==> config.mk <==
export PLATFORM = sky130hd
export DESIGN_NAME = salc_ctrl
export DESIGN_NICKNAME = d
export VERILOG_FILES = /design/src/rtl/core/salc_pkg.sv /design/src/rtl/core/salc_ctrl.sv
export SDC_FILE = /design/constraint.sdc
export NUM_CORES = 1
export LEC_CHECK = 0
export ABC_AREA = 1
export BUFFER_PORTS_ARGS = -buffer_cell sky130_fd_sc_hd__clkbuf_2
export CORE_AREA = 3 3 40 42
export CTS_BUF_LIST = sky130_fd_sc_hd__clkbuf_4
export CTS_CLUSTER_SIZE = 8
export DETAILED_ROUTE_END_ITERATION = 16
export DIE_AREA = 0 0 43 45
export PLACE_DENSITY_LB_ADDON = 0.15
export SYNTH_ARGS = -nofsm -noshare
export SYNTH_HDL_FRONTEND = slang
export SYNTH_SLANG_ARGS = --single-unit
==> constraint.sdc <==
create_clock -name i_clk -period 3.3 [get_ports i_clk]
set_clock_uncertainty 0.15 [all_clocks]
set_input_delay 0.165 -clock i_clk [delete_from_list [all_inputs] [get_ports i_clk]]
set_output_delay 0.165 -clock i_clk [all_outputs]
set_load 0.01 [all_outputs]
==> src/rtl/core/salc_pkg.sv <==
`timescale 1ns / 1ps
`default_nettype none
// ----------------------------------------------------------------------------
// salc_pkg
// Shared types, constants and codes for the set-associative tag cache.
// ----------------------------------------------------------------------------
package salc_pkg;
    localparam int Ways       = 4;
    localparam int Sets       = 64;
    localparam int TableLines = 65536;
    localparam int WayW       = $clog2(Ways);
    localparam int SetW       = $clog2(Sets);
    localparam int TabW       = $clog2(TableLines);
    localparam int LineW      = 16;
    localparam int LtagW      = LineW - SetW;
    localparam int TagsW      = 8;
    localparam int AgeW       = (WayW > 0) ? WayW : 1;

    localparam logic [1:0] ACT_READ    = 2'd0;
    localparam logic [1:0] ACT_WRITE   = 2'd1;
    localparam logic [1:0] ACT_PRELOAD = 2'd2;

    localparam logic [1:0] KIND_WB   = 2'd0;
    localparam logic [1:0] KIND_FILL = 2'd1;
    localparam logic [1:0] KIND_RESP = 2'd2;

    typedef struct packed {
        logic [1:0]       action;
        logic [LineW-1:0] line_index;
        logic [TagsW-1:0] tags_in;
    } t_in;

    typedef struct packed {
        logic [1:0]       record_kind;
        logic [LineW-1:0] line_out;
        logic [TagsW-1:0] tags_out;
        logic             hit;
        logic             last;
    } t_out;

    // controller -> datapath
    typedef struct packed {
        logic load;     // capture input item
        logic lookup;   // read set rams (registered)
        logic decide;   // resolve hit/victim, update set state
        logic tab_wr;   // preload table write
        logic wb_wr;    // write back victim
        logic fill_rd;  // read table for fill
        logic install;  // install filled line
        logic emit_wb;
        logic emit_fill;
        logic emit_resp;
    } t_cmd;

    // datapath -> controller
    typedef struct packed {
        logic [1:0] action;
        logic       hit;
        logic       victim_valid;
    } t_sts;
endpackage
`default_nettype wire

==> src/rtl/core/salc_ctrl.sv <==
`timescale 1ns / 1ps
`default_nettype none
// ----------------------------------------------------------------------------
// salc_ctrl
// Sequencer for preload, lookup, write-back, fill and record transfers.
// ----------------------------------------------------------------------------
module salc_ctrl
    import salc_pkg::*;
(
    input  wire logic i_clk,
    input  wire logic i_rst_n,
    input  wire logic i_valid,
    output logic      o_ready,
    output logic      o_valid,
    input  wire logic i_ready,
    input  wire t_sts i_sts,
    output t_cmd      o_cmd
);
    localparam logic [3:0] S_IDLE   = 4'd0;
    localparam logic [3:0] S_LOOK   = 4'd1;
    localparam logic [3:0] S_DEC    = 4'd2;
    localparam logic [3:0] S_WB     = 4'd3;
    localparam logic [3:0] S_FILL   = 4'd4;
    localparam logic [3:0] S_EFILL  = 4'd5;
    localparam logic [3:0] S_INST   = 4'd6;
    localparam logic [3:0] S_RESP   = 4'd7;
    localparam logic [3:0] S_WAITWB = 4'd8;
    localparam logic [3:0] S_WAITF  = 4'd9;
    localparam logic [3:0] S_WAITR  = 4'd10;

    logic [3:0] r_state, n_state;
    logic       r_ovalid, n_ovalid;
    logic       free;

    assign free    = !r_ovalid || i_ready;
    assign o_valid = r_ovalid;
    assign o_ready = (r_state == S_IDLE);

    always_comb begin
        n_state  = r_state;
        n_ovalid = r_ovalid && !i_ready;
        o_cmd    = '0;
        unique case (r_state)
            S_IDLE: begin
                if (i_valid) begin
                    o_cmd.load = 1'b1;
                    n_state    = S_LOOK;
                end
            end
            S_LOOK: begin
                if (i_sts.action == ACT_PRELOAD) begin
                    o_cmd.tab_wr = 1'b1;
                    n_state      = S_IDLE;
                end else if (i_sts.action == ACT_READ || i_sts.action == ACT_WRITE) begin
                    o_cmd.lookup = 1'b1;
                    n_state      = S_DEC;
                end else begin
                    n_state = S_IDLE;
                end
            end
            S_DEC: begin
                o_cmd.decide = 1'b1;
                n_state      = S_WB;
            end
            S_WB: begin
                if (i_sts.hit) begin
                    n_state = S_RESP;
                end else if (i_sts.victim_valid) begin
                    n_state = S_WAITWB;
                end else begin
                    n_state = S_FILL;
                end
            end
            S_WAITWB: begin
                if (free) begin
                    o_cmd.emit_wb = 1'b1;
                    o_cmd.wb_wr   = 1'b1;
                    n_ovalid      = 1'b1;
                    n_state       = S_FILL;
                end
            end
            S_FILL: begin
                o_cmd.fill_rd = 1'b1;
                n_state       = S_WAITF;
            end
            S_WAITF: begin
                if (free) begin
                    o_cmd.emit_fill = 1'b1;
                    o_cmd.install   = 1'b1;
                    n_ovalid        = 1'b1;
                    n_state         = S_EFILL;
                end
            end
            S_EFILL: n_state = S_RESP;
            S_INST:  n_state = S_RESP;
            S_RESP:  n_state = S_WAITR;
            S_WAITR: begin
                if (free) begin
                    o_cmd.emit_resp = 1'b1;
                    n_ovalid        = 1'b1;
                    n_state         = S_IDLE;
                end
            end
            default: n_state = S_IDLE;
        endcase
    end

    always_ff @(posedge i_clk) begin
        if (!i_rst_n) begin
            r_state  <= S_IDLE;
            r_ovalid <= 1'b0;
        end else begin
            r_state  <= n_state;
            r_ovalid <= n_ovalid;
        end
    end
endmodule
`default_nettype wire

==> summary.md <==
| Metric | Value |
|---|---|
| Core area | ~1300 µm² |
| GR met3 Demand/Resource | between 3 and 4% |
| Number of synthesized register bits | 5 |
| DP HPWL | 850 µm |
| CTS Buffer Depth | 2 |
| Critical path cell sequence | inv_1, nor2_2, inv_1, nor3_1, clkbuf_2 |
| Layout cells sized above 1 | between 30% and 40% |
| Internal Power | roughly 0.20 mW |
| Family with the most delay on the worst path | flip-flops |
| Root Driver | clkbuf_4 |
| Syn. warnings | 0 |
| Worst Tran Pin Value | approximately 340 ps |
| Switching part of the total | between 40% and 50% |
| Final WL | ~1000 µm |
| Main combinational cell family by area after synthesis | simple AND/OR/NAND/NOR gates |
| GP Congestion | ~0.80 |
| Stages on the worst setup path | 5 |
| Post-synthesis adder-cell area fraction | 0% |
| Final net count | 102 |
| Met1 GRT Util | 13.5% |
| Met2 Track Usage GR | approximately 16% |
| Crit path largest cell delay | around 370 ps |
| Pre-CTS setup slack | 1920 ps |
| Buffers & Inverters on Critical Path | 3 |
| Sequential Power Share | roughly a quarter |
| HP Class | input pin to flip-flop |
| Syn Area/Cell | roughly 5.6 µm² |
| WP data arrival | around 1300 ps |
| PwrDens | approximately 690 nW/µm² |
| Drt drc | 0 |
| Post-route setup slack | roughly 1700 ps |
| Ports | 20 |
| Worst Setup End Kind | primary output |
| Static leakage | between 0.3 and 0.4 nW |
| Post-CTS setup buffers | 0 |
| Clock network power share | a little over a fifth |
| Max cap viols | 0 |
| Post-synthesis simple-gate area fraction | approximately 45% |
| CP Data Required Time | about 3000 ps |
| Setup Viol. Count Final | 0 |
| Fin Setup TNS | 0 ps |
| Inserted Clock Buffers | 3 |
| CP Max Fanout | 4 |
| Via count of the first global-routing pass | roughly 400 |
| Largest net degree at the start of global routing | 7 |
| Peak supply drop | approximately 0.0003 V |
| Final instance area | between 500 and 600 µm² |
| Hold Vio Cnt, Final | 0 |
| Post-cts resize count | 0 |
| Hold buffers post-CTS | 0 |
| Switching pwr | 0.171 mW |
| Depth of the CTS H-tree | 1 |
| Synth Area in XOR/XNOR | 0% |
| Area of the multi-input gates | 235 µm² |
| Slowest cell on crit path | dfxtp_1 |
| Antenna Cells | 0 |
| Relative max-transition margin | 77.4% |
| Initial antenna violation count | 0 |
| Combinational Power Share | a little over half |
| Width of the die | between 40 and 50 µm |
| First-pass GRT wire length | roughly 1600 µm |
| Routed vias | 484 |
| Clk_lat worst skew | roughly 240 ps |
| Sinks on Clock Net | 5 |
| Syn Std Cell Area | just over 400 µm² |
| I/O Buffers | 19 |
| Fmax | 614 MHz |
| Die extent in y | roughly 45 µm |
| Layer with the highest usage | met2 |
| CP Class | flip-flop to primary output |
| Worst setup path start | r_state[3] |
| Worst R2R Path Depth | 7 |
| First-pass iteration count of the detailed router | 4 |
| Synth unique cells | 16 |
| CTS tree | done |
| FF-to-FF End | r_state[0] |
| Die Footprint | 1940 µm² |
| Overall Power | roughly 0.37 mW |
| Dpl cell area | 505 µm² |
| Area grow syn2layout | 31.7% |
| DRT antenna net count | 0 |
| Gr ovfl total | 0 |
| Compound-Gate Fraction of Synth Area | 13.2% |
| All-Layer GR Usage | a little over a tenth |
| Status | finished clean |
| Via density | about 4.5 |
| Syn nets | 80 |
| Most frequent cells in the layout | clkbuf_2 (19), inv_1 (15), nor2_1 (14), nand2_1 (12), dfxtp_1 (5) |
| Register area | around 100 µm² |
| Commonest non-fill, non-tap cell in the layout | clkbuf_2 |
| Drt wl/cell | 9.35 µm |
| RSZ-0062 raised after global routing | false |
| Initial drt markers | 16 |
| Rows | 13 |
| Most frequent CP cell | inv_1 |
| Slew Limit Fails | 0 |
| Fillers | approximately 150 |
| Minimum clock period | 1630 ps |
| Mux cell area share after synthesis | 0% |
| Mapped Cells | between 70 and 80 |
| Seq/Total Area, Yosys | between 20% and 30% |
| Flop-to-flop setup slack | slightly below 2000 ps |
| Worst-path clk slew | about 40 ps |
| Startpoint types | flip-flop |
| Final worst-path cycle share | ~49% |
| Initial core utilization | 31.6% |
| Reg2reg start | o_valid |
| Crit path capture | o_cmd[5] |
-- synthesized netlist by cell type (all sizes together) --
cell | count | area [µm²]
inv | 15 | 56.3
nor3 | 3 | 15.0
nor2 | 17 | 71.3
buf | 2 | 15.0
nand2 | 13 | 51.3
dfxtp | 5 | 100
nor3b | 1 | 7.51
nor4 | 1 | 6.26
nand3 | 5 | 30.0
a21oi | 4 | 20.0
o21ai | 6 | 33.8
-- per-stage QoR --
stage | instances | hold slack, ps | utilization (%)
floorplan | 72 | 139 | -
global placement | 104 | 278 | 39.3
detailed placement | 104 | 278 | 39.3
CTS | 108 | 26.9 | 41.7
finish | 108 | 31.6 | 41.7
global route | 108 | 45.5 | 41.7
-- metal layers --
layer | share of wire, % | up-vias
met5 | 0 | -
met3 | 9.9 | 0
met2 | 43 | 28
met1 | 46 | 194
li1 | - | 262
met4 | 0 | 0
-- registers in the layout, indices dropped and copies added (netlist names) --
| register | flops |
|---|---|
| r_state | 4 |
| o_valid | 1 |
-- power groups by stage --
stage | combinational, mW | sequential [mW] | clock [mW]
after floorplan | 0.139 | 0.0905 | 0
final | 0.194 | 0.0938 | 0.0796
after global placement | 0.200 | 0.0946 | 0
after detailed placement | 0.194 | 0.0945 | 0
after global routing | 0.217 | 0.0961 | 0.0841
after CTS | 0.195 | 0.0936 | 0.0829
-- area by class of cell --
class | count | share of cell area, %
multi-input cells | 50 | 43.9
flip-flops and latches | 5 | 18.7
repair buffers | 19 | 17.8
clock buffers | 4 | 5.61
inverters | 15 | 10.5
well taps | 15 | 3.50
-- cells by family after synthesis --
family,count (synthesis)
buffers and inverters,17
AND/OR/NAND/NOR,40
flip-flops,5
AO/OA/AOI/OAI,10
-- worst min-delay path, cell delays in order --
cell and delay (ps):
clkbuf_2 100, o21ai_0 70, inv_1 40
-- worst min-delay path by stage --
stage | cells past startpoint | startpoint | end
floorplan | 2 | i_rst_n | r_state[3]
global placement | 3 | i_rst_n | r_state[3]
detailed placement | 3 | i_rst_n | r_state[3]
CTS | 3 | i_rst_n | r_state[2]
global route | 3 | i_rst_n | r_state[2]
finish | 3 | i_rst_n | r_state[3]
Power figures use the tool's default switching activity.
